`src/hdl/sct_pkg.sv`:
```
// Shared types, codes and sizes for the source character tokenizer.
`default_nettype none

package sct_pkg;

    localparam int LINE_BITS = 24;
    localparam int LINE_W    = 24;
    localparam logic [LINE_BITS-1:0] LINE_MAX = '1;

    // The queue depth must be a power of two so that the pointers wrap.
    localparam int QDEPTH = 4;
    localparam int QPTR_W = $clog2(QDEPTH);
    localparam int QCNT_W = $clog2(QDEPTH + 1);

    localparam int IN_DATA_W  = 8;
    localparam int IN_USER_W  = 2;
    localparam int OUT_DATA_W = 40;
    localparam int OUT_USER_W = 5;

    localparam logic [1:0] CMD_BYTE    = 2'd0;
    localparam logic [1:0] CMD_END     = 2'd1;
    localparam logic [1:0] CMD_RESTART = 2'd2;

    localparam logic [3:0] KIND_NONE     = 4'd0;
    localparam logic [3:0] KIND_END_STMT = 4'd0;
    localparam logic [3:0] KIND_LOGIC    = 4'd1;
    localparam logic [3:0] KIND_LPAREN   = 4'd2;
    localparam logic [3:0] KIND_RPAREN   = 4'd3;
    localparam logic [3:0] KIND_ASSIGN   = 4'd4;
    localparam logic [3:0] KIND_LBRACE   = 4'd5;
    localparam logic [3:0] KIND_RBRACE   = 4'd6;
    localparam logic [3:0] KIND_LBRACKET = 4'd7;
    localparam logic [3:0] KIND_RBRACKET = 4'd8;
    localparam logic [3:0] KIND_COMMA    = 4'd9;
    localparam logic [3:0] KIND_COLON    = 4'd10;
    localparam logic [3:0] KIND_STRING   = 4'd11;
    localparam logic [3:0] KIND_MATH     = 4'd12;
    localparam logic [3:0] KIND_NUMBER   = 4'd13;
    localparam logic [3:0] KIND_NAME     = 4'd14;

    localparam logic [2:0] ERR_NONE       = 3'd0;
    localparam logic [2:0] ERR_OPEN_STR   = 3'd1;
    localparam logic [2:0] ERR_SECOND_DOT = 3'd2;
    localparam logic [2:0] ERR_OP_AT_END  = 3'd3;
    localparam logic [2:0] ERR_UNKNOWN    = 3'd4;

    typedef struct packed {
        logic [3:0]        kind;
        logic [7:0]        text;
        logic              has_byte;
        logic              token_end;
        logic [LINE_W-1:0] line;
        logic [2:0]        err;
    } res_t;

    typedef struct packed {
        logic [1:0] num;
        res_t       r0;
        res_t       r1;
    } push_t;

endpackage

`default_nettype wire

```
`src/hdl/sct_front.sv`:
```
// Front end: accepts input transfers, keeps the scanner state and forms the results.
`default_nettype none

module sct_front
    import sct_pkg::*;
(
    input  wire logic              clk,
    input  wire logic              rst_n,
    input  wire logic              in_valid,
    output logic                   in_ready,
    input  wire logic [1:0]        in_cmd,
    input  wire logic [7:0]        in_byte,
    input  wire logic [QCNT_W-1:0] q_count,
    output push_t                  push
);

    typedef enum logic [2:0] {
        M_IDLE, M_NUMBER, M_NAME, M_STRING, M_COMMENT, M_OPERATOR, M_HALTED
    } mode_t;

    typedef enum logic [3:0] {
        KW_EMPTY, KW_E, KW_X, KW_XE, KW_A, KW_AN, KW_O, KW_FULL, KW_DEAD
    } kw_t;

    mode_t                mode_reg, mode_next;
    logic                 dot_reg, dot_next;
    logic                 quote_reg, quote_next;
    logic [7:0]           held_reg, held_next;
    kw_t                  kw_reg, kw_next;
    logic [LINE_BITS-1:0] line_reg, line_next;
    logic [LINE_BITS-1:0] snl_reg, snl_next;

    logic                 accept;
    logic                 do_start;
    logic                 e0, e1, st_en;
    res_t                 res0, res1, st_res;
    logic [LINE_BITS:0]   line_sum;
    logic [LINE_BITS-1:0] line_inc;
    logic [LINE_BITS-1:0] snl_inc;
    logic [3:0]           pk;
    logic                 pk_ok;

    function automatic logic is_digit(input logic [7:0] c);
        return c inside {["0":"9"]};
    endfunction

    function automatic logic is_alpha(input logic [7:0] c);
        return c inside {["a":"z"], ["A":"Z"], "_"};
    endfunction

    function automatic logic is_math(input logic [7:0] c);
        return c inside {"+", "-", "/", "*", "%"};
    endfunction

    function automatic kw_t kw_step(input kw_t s, input logic [7:0] c);
        kw_t r;
        r = KW_DEAD;
        case (s)
            KW_EMPTY:
            begin
                if (c == "e") r = KW_E;
                else if (c inside {"n", "l", "g"}) r = KW_X;
                else if (c == "a") r = KW_A;
                else if (c == "o") r = KW_O;
            end
            KW_E:    r = (c == "q") ? KW_FULL : KW_DEAD;
            KW_X:    r = (c == "e") ? KW_XE : KW_DEAD;
            KW_XE:   r = (c == "q") ? KW_FULL : KW_DEAD;
            KW_A:    r = (c == "n") ? KW_AN : KW_DEAD;
            KW_AN:   r = (c == "d") ? KW_FULL : KW_DEAD;
            KW_O:    r = (c == "r") ? KW_FULL : KW_DEAD;
            default: r = KW_DEAD;
        endcase
        return r;
    endfunction

    function automatic res_t mk(input logic [3:0] kind, input logic [7:0] text,
                                input logic has, input logic tend, input logic [2:0] err,
                                input logic [LINE_BITS-1:0] ln);
        res_t r;
        r.kind      = kind;
        r.text      = has ? text : 8'd0;
        r.has_byte  = has;
        r.token_end = tend;
        r.line      = LINE_W'(ln);
        r.err       = err;
        return r;
    endfunction

    assign in_ready = (q_count <= QCNT_W'(QDEPTH - 2));
    assign accept   = in_valid && in_ready;

    assign line_sum = {1'b0, line_reg} + {1'b0, snl_reg};
    assign line_inc = (line_reg == LINE_MAX) ? LINE_MAX : line_reg + 1'b1;
    assign snl_inc  = (snl_reg == LINE_MAX) ? LINE_MAX : snl_reg + 1'b1;

    always_comb
    begin
        pk_ok = 1'b1;
        pk    = KIND_NONE;
        case (in_byte)
            ";":     pk = KIND_END_STMT;
            "<":     pk = KIND_LOGIC;
            ">":     pk = KIND_LOGIC;
            "(":     pk = KIND_LPAREN;
            ")":     pk = KIND_RPAREN;
            "=":     pk = KIND_ASSIGN;
            "{":     pk = KIND_LBRACE;
            "}":     pk = KIND_RBRACE;
            "[":     pk = KIND_LBRACKET;
            "]":     pk = KIND_RBRACKET;
            ",":     pk = KIND_COMMA;
            ":":     pk = KIND_COLON;
            default: pk_ok = 1'b0;
        endcase
    end

    always_comb
    begin
        mode_next  = mode_reg;
        dot_next   = dot_reg;
        quote_next = quote_reg;
        held_next  = held_reg;
        kw_next    = kw_reg;
        line_next  = line_reg;
        snl_next   = snl_reg;
        do_start   = 1'b0;
        e0         = 1'b0;
        e1         = 1'b0;
        st_en      = 1'b0;
        res0       = mk(KIND_NONE, 8'd0, 1'b0, 1'b0, ERR_NONE, line_reg);
        res1       = res0;
        st_res     = res0;

        if (in_cmd == CMD_RESTART)
        begin
            mode_next  = M_IDLE;
            dot_next   = 1'b0;
            quote_next = 1'b0;
            held_next  = 8'd0;
            kw_next    = KW_EMPTY;
            line_next  = LINE_BITS'(1);
            snl_next   = '0;
        end
        else if (in_cmd == CMD_END && mode_reg != M_HALTED)
        begin
            mode_next  = M_IDLE;
            dot_next   = 1'b0;
            quote_next = 1'b0;
            held_next  = 8'd0;
            kw_next    = KW_EMPTY;
            line_next  = LINE_BITS'(1);
            snl_next   = '0;
            case (mode_reg)
                M_NUMBER:
                begin
                    e0   = 1'b1;
                    res0 = mk(KIND_NUMBER, 8'd0, 1'b0, 1'b1, ERR_NONE, line_reg);
                end
                M_NAME:
                begin
                    e0   = 1'b1;
                    res0 = mk((kw_reg == KW_FULL) ? KIND_LOGIC : KIND_NAME,
                              8'd0, 1'b0, 1'b1, ERR_NONE, line_reg);
                end
                M_STRING, M_OPERATOR:
                begin
                    // An error keeps the rest of the state and halts.
                    e0         = 1'b1;
                    res0       = mk(KIND_NONE, 8'd0, 1'b0, 1'b0,
                                    (mode_reg == M_STRING) ? ERR_OPEN_STR : ERR_OP_AT_END,
                                    line_reg);
                    mode_next  = M_HALTED;
                    dot_next   = dot_reg;
                    quote_next = quote_reg;
                    held_next  = held_reg;
                    kw_next    = kw_reg;
                    line_next  = line_reg;
                    snl_next   = snl_reg;
                end
                default:
                begin
                end
            endcase
        end
        else if (in_cmd == CMD_BYTE && mode_reg != M_HALTED)
        begin
            case (mode_reg)
                M_NUMBER:
                begin
                    if (is_digit(in_byte))
                    begin
                        e0   = 1'b1;
                        res0 = mk(KIND_NONE, in_byte, 1'b1, 1'b0, ERR_NONE, line_reg);
                    end
                    else if (in_byte == ".")
                    begin
                        e0 = 1'b1;
                        if (dot_reg)
                        begin
                            res0      = mk(KIND_NONE, 8'd0, 1'b0, 1'b0, ERR_SECOND_DOT,
                                           line_reg);
                            mode_next = M_HALTED;
                        end
                        else
                        begin
                            dot_next = 1'b1;
                            res0     = mk(KIND_NONE, in_byte, 1'b1, 1'b0, ERR_NONE, line_reg);
                        end
                    end
                    else
                    begin
                        e0        = 1'b1;
                        res0      = mk(KIND_NUMBER, 8'd0, 1'b0, 1'b1, ERR_NONE, line_reg);
                        mode_next = M_IDLE;
                        do_start  = 1'b1;
                    end
                end
                M_NAME:
                begin
                    if (is_alpha(in_byte) || is_digit(in_byte))
                    begin
                        kw_next = kw_step(kw_reg, in_byte);
                        e0      = 1'b1;
                        res0    = mk(KIND_NONE, in_byte, 1'b1, 1'b0, ERR_NONE, line_reg);
                    end
                    else
                    begin
                        e0        = 1'b1;
                        res0      = mk((kw_reg == KW_FULL) ? KIND_LOGIC : KIND_NAME,
                                       8'd0, 1'b0, 1'b1, ERR_NONE, line_reg);
                        mode_next = M_IDLE;
                        kw_next   = KW_EMPTY;
                        do_start  = 1'b1;
                    end
                end
                M_STRING:
                begin
                    e0 = 1'b1;
                    if (in_byte == (quote_reg ? 8'h27 : 8'h22))
                    begin
                        res0      = mk(KIND_STRING, 8'd0, 1'b0, 1'b1, ERR_NONE, line_reg);
                        line_next = line_sum[LINE_BITS] ? LINE_MAX : line_sum[LINE_BITS-1:0];
                        snl_next  = '0;
                        mode_next = M_IDLE;
                    end
                    else
                    begin
                        if (in_byte == 8'h0A)
                        begin
                            snl_next = snl_inc;
                        end
                        res0 = mk(KIND_NONE, in_byte, 1'b1, 1'b0, ERR_NONE, line_reg);
                    end
                end
                M_COMMENT:
                begin
                    if (in_byte == 8'h0A)
                    begin
                        line_next = line_inc;
                        mode_next = M_IDLE;
                    end
                end
                M_OPERATOR:
                begin
                    held_next = 8'd0;
                    e0        = 1'b1;
                    if (held_reg == "-" && (is_digit(in_byte) || in_byte == "."))
                    begin
                        e1        = 1'b1;
                        res0      = mk(KIND_NONE, "-", 1'b1, 1'b0, ERR_NONE, line_reg);
                        res1      = mk(KIND_NONE, in_byte, 1'b1, 1'b0, ERR_NONE, line_reg);
                        mode_next = M_NUMBER;
                        dot_next  = (in_byte == ".");
                    end
                    else
                    begin
                        res0      = mk(KIND_MATH, held_reg, 1'b1, 1'b1, ERR_NONE, line_reg);
                        mode_next = M_IDLE;
                        do_start  = 1'b1;
                    end
                end
                default:
                begin
                    mode_next = M_IDLE;
                    do_start  = 1'b1;
                end
            endcase

            if (do_start)
            begin
                if (pk_ok)
                begin
                    st_en  = 1'b1;
                    st_res = mk(pk, in_byte, 1'b1, 1'b1, ERR_NONE, line_reg);
                end
                else if (in_byte == 8'h0A)
                begin
                    line_next = line_inc;
                end
                else if (in_byte == " " || in_byte == 8'h09)
                begin
                end
                else if (in_byte == "#")
                begin
                    mode_next = M_COMMENT;
                end
                else if (in_byte == 8'h22 || in_byte == 8'h27)
                begin
                    mode_next  = M_STRING;
                    quote_next = (in_byte == 8'h27);
                    snl_next   = '0;
                end
                else if (is_math(in_byte))
                begin
                    mode_next = M_OPERATOR;
                    held_next = in_byte;
                end
                else if (is_digit(in_byte) || in_byte == ".")
                begin
                    mode_next = M_NUMBER;
                    dot_next  = (in_byte == ".");
                    st_en     = 1'b1;
                    st_res    = mk(KIND_NONE, in_byte, 1'b1, 1'b0, ERR_NONE, line_reg);
                end
                else if (is_alpha(in_byte))
                begin
                    mode_next = M_NAME;
                    kw_next   = kw_step(KW_EMPTY, in_byte);
                    st_en     = 1'b1;
                    st_res    = mk(KIND_NONE, in_byte, 1'b1, 1'b0, ERR_NONE, line_reg);
                end
                else
                begin
                    mode_next = M_HALTED;
                    st_en     = 1'b1;
                    st_res    = mk(KIND_NONE, in_byte, 1'b1, 1'b0, ERR_UNKNOWN, line_reg);
                end

                if (e0)
                begin
                    e1   = st_en;
                    res1 = st_res;
                end
                else
                begin
                    e0   = st_en;
                    res0 = st_res;
                end
            end
        end
    end

    always_comb
    begin
        push.r0  = res0;
        push.r1  = res1;
        push.num = accept ? ({1'b0, e0} + {1'b0, e1}) : 2'd0;
    end

    always_ff @(posedge clk or negedge rst_n)
    begin
        if (!rst_n)
        begin
            mode_reg  <= M_IDLE;
            dot_reg   <= 1'b0;
            quote_reg <= 1'b0;
            held_reg  <= 8'd0;
            kw_reg    <= KW_EMPTY;
            line_reg  <= LINE_BITS'(1);
            snl_reg   <= '0;
        end
        else if (accept)
        begin
            mode_reg  <= mode_next;
            dot_reg   <= dot_next;
            quote_reg <= quote_next;
            held_reg  <= held_next;
            kw_reg    <= kw_next;
            line_reg  <= line_next;
            snl_reg   <= snl_next;
        end
    end

endmodule

`default_nettype wire

```
`src/hdl/sct_queue.sv`:
```
// Result queue between front and back: takes up to two results and gives one per cycle when popped.
`default_nettype none

module sct_queue
    import sct_pkg::*;
(
    input  wire logic              clk,
    input  wire logic              rst_n,
    input  wire push_t             push,
    input  wire logic              pop,
    output logic                   head_valid,
    output res_t                   head,
    output logic [QCNT_W-1:0]      count
);

    res_t              mem_reg [QDEPTH];
    logic [QPTR_W-1:0] wptr_reg, rptr_reg;
    logic [QCNT_W-1:0] count_reg;
    logic [QPTR_W-1:0] wptr_plus;

    assign wptr_plus  = QPTR_W'(wptr_reg + 1'b1);
    assign head_valid = (count_reg != '0);
    assign head       = mem_reg[rptr_reg];
    assign count      = count_reg;

    always_ff @(posedge clk)
    begin
        if (push.num != 2'd0)
        begin
            mem_reg[wptr_reg] <= push.r0;
        end
        if (push.num == 2'd2)
        begin
            mem_reg[wptr_plus] <= push.r1;
        end
    end

    always_ff @(posedge clk or negedge rst_n)
    begin
        if (!rst_n)
        begin
            wptr_reg  <= '0;
            rptr_reg  <= '0;
            count_reg <= '0;
        end
        else
        begin
            wptr_reg  <= QPTR_W'(wptr_reg + push.num);
            rptr_reg  <= QPTR_W'(rptr_reg + pop);
            count_reg <= QCNT_W'(count_reg + push.num - pop);
        end
    end

endmodule

`default_nettype wire

```
`src/hdl/sct_back.sv`:
```
// Back end: output register that packs queued results onto the master stream.
`default_nettype none

module sct_back
    import sct_pkg::*;
(
    input  wire logic                  clk,
    input  wire logic                  rst_n,
    input  wire logic                  head_valid,
    input  wire res_t                  head,
    output logic                       pop,
    output logic                       m_tvalid,
    input  wire logic                  m_tready,
    output logic [OUT_DATA_W-1:0]      m_tdata,
    output logic [OUT_USER_W-1:0]      m_tuser,
    output logic                       m_tlast
);

    logic valid_reg;
    res_t data_reg;

    assign pop      = head_valid && (!valid_reg || m_tready);
    assign m_tvalid = valid_reg;
    assign m_tlast  = data_reg.token_end;
    assign m_tuser  = {data_reg.has_byte, data_reg.kind};
    assign m_tdata  = {5'd0, data_reg.err, data_reg.line, data_reg.text};

    always_ff @(posedge clk or negedge rst_n)
    begin
        if (!rst_n)
        begin
            valid_reg <= 1'b0;
        end
        else if (!valid_reg || m_tready)
        begin
            valid_reg <= head_valid;
        end
    end

    always_ff @(posedge clk)
    begin
        if (pop)
        begin
            data_reg <= head;
        end
    end

endmodule

`default_nettype wire

```
`src/hdl/source_char_tokenizer_top.sv`:
```
// Source character tokenizer: one source byte or command per transfer, token text out.
// A result passes through the queue memory and the output register before the master side offers it.
// Throughput: one input transfer per cycle while s_tready is high; the front end scans one byte per cycle.
// Results leave at one per cycle while m_tready is high, so items that make two results
// fill the four-entry queue, and input then pauses until the queue has room for two more results.
// Reset (rst_n low, asynchronous) empties the queue and returns the scanner to idle, line 1.
`default_nettype none

module source_char_tokenizer_top
    import sct_pkg::*;
(
    input  wire logic                  clk,
    input  wire logic                  rst_n,
    input  wire logic                  s_tvalid,
    output logic                       s_tready,
    input  wire logic [IN_DATA_W-1:0]  s_tdata,   // [7:0] source_byte
    input  wire logic [IN_USER_W-1:0]  s_tuser,   // [1:0] command
    output logic                       m_tvalid,
    input  wire logic                  m_tready,
    output logic [OUT_DATA_W-1:0]      m_tdata,   // [7:0] text_byte, [31:8] line, [34:32] error_code
    output logic [OUT_USER_W-1:0]      m_tuser,   // [3:0] token_kind, [4] has_byte
    output logic                       m_tlast    // token_end
);

    push_t             push;
    logic              pop;
    logic              head_valid;
    res_t              head;
    logic [QCNT_W-1:0] q_count;

    sct_front u_front (
        .clk      (clk),
        .rst_n    (rst_n),
        .in_valid (s_tvalid),
        .in_ready (s_tready),
        .in_cmd   (s_tuser),
        .in_byte  (s_tdata),
        .q_count  (q_count),
        .push     (push)
    );

    sct_queue u_queue (
        .clk        (clk),
        .rst_n      (rst_n),
        .push       (push),
        .pop        (pop),
        .head_valid (head_valid),
        .head       (head),
        .count      (q_count)
    );

    sct_back u_back (
        .clk        (clk),
        .rst_n      (rst_n),
        .head_valid (head_valid),
        .head       (head),
        .pop        (pop),
        .m_tvalid   (m_tvalid),
        .m_tready   (m_tready),
        .m_tdata    (m_tdata),
        .m_tuser    (m_tuser),
        .m_tlast    (m_tlast)
    );

endmodule

`default_nettype wire

```
`config.mk`:
```
export PLATFORM = sky130hd
export DESIGN_NAME = source_char_tokenizer_top
export DESIGN_NICKNAME = d
export VERILOG_FILES = /design/src/hdl/sct_pkg.sv /design/src/hdl/sct_front.sv /design/src/hdl/sct_queue.sv /design/src/hdl/sct_back.sv /design/src/hdl/source_char_tokenizer_top.sv
export SDC_FILE = /design/constraint.sdc
export NUM_CORES = 1
export LEC_CHECK = 0
export BUFFER_PORTS_ARGS = -buffer_cell sky130_fd_sc_hd__buf_2
export CAP_MARGIN = 20
export CORE_MARGIN = 3
export CORE_UTILIZATION = 30
export CTS_CLUSTER_DIAMETER = 100
export DETAILED_ROUTE_END_ITERATION = 7
export PLACE_DENSITY = 0.45
export SYNTH_ARGS = -nofsm -noshare
export SYNTH_HDL_FRONTEND = slang
export SYNTH_SLANG_ARGS = --single-unit
export TNS_END_PERCENT = 30
```
`constraint.sdc`:
```
create_clock -name clk -period 4.8 [get_ports clk]
set_clock_uncertainty 0.1 [all_clocks]
set_input_delay 0.48 -clock clk [delete_from_list [all_inputs] [get_ports clk]]
set_output_delay 0.48 -clock clk [all_outputs]
set_load 0.05 [all_outputs]
```
==> impl_metrics.xml <==
<?xml version="1.0" encoding="UTF-8"?>
<metrics>
  <group name="placement">
    <metric name="gpl.final_weighted_congestion" unit="">0.8572</metric>
    <metric name="hpwlAfterDp" unit="µm">33810</metric>
    <metric name="placed_cells" unit="">2212</metric>
    <metric name="portBuffers" unit="">56</metric>
  </group>
  <group name="yosys">
    <metric name="synth-edff-count" unit="">197</metric>
    <metric name="synthCells" unit="">1518</metric>
    <metric name="yosys_most_used_dff" unit="">edfxtp_1</metric>
    <metric name="mean_syn_cell_area" unit="µm²">10.61</metric>
    <metric name="synthTopCellsByArea" unit="">edfxtp_1 (37%), dfrtp_1 (11%), mux4_2 (5.7%)</metric>
    <metric name="yosys.cell_count.top_type" unit="">edfxtp_1</metric>
    <metric name="synth.yosys.warnings" unit="">0</metric>
    <metric name="postSynthRegisterBits" unit="">278</metric>
    <metric name="ys_types" unit="">100</metric>
    <metric name="synth-async-reset-ratio" unit="%">26.26</metric>
    <metric name="netlist.area_leader.share" unit="%">36.72</metric>
    <metric name="yosysTopAreaCell" unit="">edfxtp_1</metric>
    <metric name="synth_commonest_cells" unit="">edfxtp_1 (197), nand2_1 (130), o21ai_0 (124)</metric>
    <metric name="synth_area" unit="µm²">16110</metric>
    <metric name="synth-seq-area-share" unit="%">49.06</metric>
  </group>
  <group name="critical_path">
    <metric name="end_kind" unit="">flip-flop</metric>
    <metric name="setup.worst_path.start_class" unit="">flip-flop</metric>
    <metric name="critical_path_class" unit="">reg2reg</metric>
    <metric name="critical_path_peak_fanout" unit="">39</metric>
    <metric name="timing.critical_path.mode_cell" unit="">nor2b_1</metric>
    <metric name="crit_path_cell_chain" unit="">nor2b_1 -&gt; buf_4 -&gt; and2b_1 -&gt; nor2b_1 -&gt; and2_1 -&gt; o31a_1 -&gt; o21a_1 -&gt; ha_1 -&gt; o21ai_1 -&gt; or2_2 -&gt; nand2_2 -&gt; buf_12</metric>
    <metric name="slowest_stage" unit="">dfrtp_1</metric>
    <metric name="critPathArrivalTime" unit="ns">4.16</metric>
    <metric name="required_time_at_the_endpoint_of_the_critical_path" unit="ns">4.93</metric>
    <metric name="rr_worst_depth" unit="">12</metric>
    <metric name="critical_path.max_stage_delay" unit="ns">0.54</metric>
  </group>
  <group name="clocking">
    <metric name="cts.sinks" unit="">278</metric>
    <metric name="worstSkewPairLatency" unit="ns">0.54</metric>
    <metric name="cts-htree-levels" unit="">2</metric>
    <metric name="cts_inserted_buffers" unit="">34</metric>
    <metric name="postCtsResizedCells" unit="">0</metric>
    <metric name="cts_root_buf" unit="">clkbuf_16</metric>
    <metric name="tritoncts" unit="">done</metric>
    <metric name="clk_transition_reported_paths" unit="ns">0.06</metric>
    <metric name="cts-root-to-sink-buffers" unit="">3</metric>
  </group>
  <group name="floorplan">
    <metric name="std_cell_rows" unit="">84</metric>
    <metric name="initial_utilization" unit="%">30.47</metric>
    <metric name="floorplan.die.height" unit="µm">237.7</metric>
    <metric name="die_outline_area" unit="µm²">56520</metric>
    <metric name="num_io_pins" unit="">62</metric>
    <metric name="placeableCoreArea" unit="µm²">52870</metric>
    <metric name="die-width" unit="µm">237.7</metric>
  </group>
  <group name="layout">
    <metric name="final_cell_count_no_fill" unit="">2272</metric>
    <metric name="area_added_between_synthesis_and_finish" unit="%">14.62</metric>
    <metric name="antennaDiodeCount" unit="">0</metric>
    <metric name="largest_reg_flops" unit="">164</metric>
    <metric name="num-nets-final" unit="">1609</metric>
    <metric name="share_of_layout_cells_above_drive_strength_1" unit="%">15.78</metric>
  </group>
  <group name="drt">
    <metric name="avgRoutedWirePerCell" unit="µm">21.08</metric>
    <metric name="final_antenna_net_count" unit="">0</metric>
    <metric name="vias" unit="">12567</metric>
    <metric name="drc" unit="">0</metric>
    <metric name="viasPerCell" unit="">5.531</metric>
    <metric name="drt-initial-drc-count" unit="">958</metric>
    <metric name="detailedRoute.firstPassIterationCount" unit="">5</metric>
    <metric name="routed_wirelength" unit="µm">47910</metric>
  </group>
  <group name="power">
    <metric name="internal-power" unit="µW">5396</metric>
    <metric name="switchingPower" unit="µW">2917</metric>
    <metric name="proportion_of_power_drawn_by_the_clock_network" unit="%">31.6</metric>
    <metric name="vdd.ir_drop.worst" unit="V">0.0002211</metric>
    <metric name="power-per-cell-area" unit="nW/µm²">450.2</metric>
    <metric name="power.share.switching" unit="%">35.09</metric>
    <metric name="p_leak" unit="µW">0.006552</metric>
    <metric name="pwr-share-comb" unit="%">29.6</metric>
    <metric name="power_share_of_the_sequential_group" unit="%">38.8</metric>
  </group>
  <group name="sta">
    <metric name="setup_repair_after_global_routing_missed_its_margin" unit="">false</metric>
    <metric name="min_period_over_period" unit="%">83.93</metric>
    <metric name="hold_violations" unit="">0</metric>
    <metric name="timing.final.setup_violations" unit="">0</metric>
    <metric name="fin_crit" unit="ns">4.029</metric>
    <metric name="slew_violations" unit="">0</metric>
    <metric name="timing.setup.tns" unit="ns">0</metric>
    <metric name="slew_headroom" unit="%">28.98</metric>
    <metric name="worst_slew_pin_slew" unit="ns">1.052</metric>
    <metric name="max_clock_freq" unit="GHz">0.2482</metric>
  </group>
  <group name="global_route">
    <metric name="number_of_global_route_vias_before_repair" unit="">12265</metric>
    <metric name="globalRouteOverflowTotal" unit="">0</metric>
    <metric name="grt_start_max_net_pins" unit="">57</metric>
    <metric name="grt_antenna_before_repair" unit="">2</metric>
    <metric name="overall_global_routing_resource_usage" unit="%">16.75</metric>
    <metric name="global_route_wire_length_before_repair" unit="µm">74660</metric>
  </group>
  <group name="status">
    <metric name="outcome" unit="">finished clean</metric>
  </group>
  <group name="min_path">
    <metric name="hold_depth" unit="">2</metric>
    <metric name="worst_hold_path_class" unit="">in2reg</metric>
  </group>
  <group name="flow_run">
    <metric name="drv.max_cap_violation_count" unit="">0</metric>
  </group>
</metrics>
-- layout make-up --
type / instances / area (µm²)
multi-input cells: 1094 / 7622
flip-flops and latches: 278 / 7906
well taps: 688 / 860.8
fillers: 5237 / 34400
inverters: 39 / 146.4
clock buffers: 42 / 912.1
repair buffers: 114 / 808.3
clock inverters: 17 / 210.2
-- layout by cell type (no fill, tap or decap), types with 9 or more instances in the layout --
cell type and n:
o21ai_0 124, inv_1 39, a31oi_1 21, xnor2_1 18
nand2b_1 10, nor3_1 28, buf_2 55, a32o_1 28
nand4_1 21, mux4_2 41, clkbuf_16 35, a21o_1 13
nand3_1 47, nor2_1 64, xor2_1 12, and2_1 96
a211oi_1 10, o211ai_1 10, edfxtp_1 197, dfrtp_1 70
o22ai_1 45, o2bb2ai_1 14, a22oi_1 9, ha_1 32
a22o_1 9, nand2_1 126, and3_1 20, nor2b_1 21
buf_4 51, a21oi_1 108
-- cell families after synthesis --
kind of cell    after synthesis  share of synthesized area [%]
simple gates                493                          16.35
compound gates              486                          20.29
flops                       278                          49.06
buf+inv                     150                          3.868
mux                          46                          6.050
fa+ha+maj                    34                          2.734
xor+xnor                     30                          1.631
other cells                   1                        0.02328
-- routing by layer --
layer	wire length (µm)	vias to the layer above	GRT usage [%]	share of wire, %
met5	14	-	0	0.029
met4	950	4	4.277	2.0
met3	2550	60	2.808	5.3
met2	21990	361	26.75	46
met1	22400	6222	23.72	47
li1	-	5920	-	-
-- path summary, 6_finish.rpt --
check,startpoint,to,slack (ns)
worst min register to register,u_queue.mem_reg[3][0]$_SDFFE_PP0N_,u_queue.mem_reg[3][0]$_SDFFE_PP0N_,0.37
min in group asynchronous,rst_n,u_front.snl_reg[20]$_DFFE_PN0P_,0.33
worst min-delay path,m_tready,u_back.m_tvalid$_DFFE_PN0N_,0.05
worst max register to register,u_front.mode_reg[1]$_DFFE_PN0P_,u_queue.mem_reg[3][26]$_DFFE_PP_,0.77
max in group asynchronous,rst_n,u_queue.count[2]$_DFF_PN0_,3.23
worst max-delay path,u_front.mode_reg[1]$_DFFE_PN0P_,u_queue.mem_reg[3][26]$_DFFE_PP_,0.77
-- critical path, delay by kind of cell, from the launching register on --
| family | cells | cell delay [ns] |
|---|---|---|
| AND/OR/NAND/NOR | 6 | 1.49 |
| AO/OA/AOI/OAI | 3 | 0.69 |
| flip-flops | 1 | 0.54 |
| adder cells (fa/ha/maj) | 1 | 0.44 |
| buffers and inverters | 2 | 0.41 |
-- per-stage QoR --
| step | setup slack (ns) | power, µW | instance area, µm² | hold WS, ns | util, % |
|---|---|---|---|---|---|
| floorplan | -0.5018 | 5047 | 16130 | 0.08441 | - |
| global placement | 0.4322 | 5732 | 17290 | 0.3596 | 32.71 |
| detailed placement | 0.3705 | 5771 | 17330 | 0.3653 | 32.79 |
| CTS | 0.8084 | 8437 | 18470 | 0.03106 | 34.93 |
| global route | 0.6101 | 8700 | 18470 | 0.04759 | 34.93 |
| finish | 0.7713 | 8313 | 18470 | 0.05051 | 34.93 |
-- power groups by stage --
stage	Combinational [µW]	Sequential [µW]	Clock, µW
floorplan	1310	3740	0
CTS	2500	3230	2710
global placement	2360	3380	0
detailed placement	2490	3280	0
global route	2650	3270	2780
finish	2460	3220	2620
-- what timing repair did --
item                                    4_1_cts  5_1_grt
endpoints found under the setup margin        0        0
hold buffers                                  1        0
setup buffers                                 0        0
endpoints found under the hold margin        29        0
No activity file was read; power rests on OpenSTA's default activity.
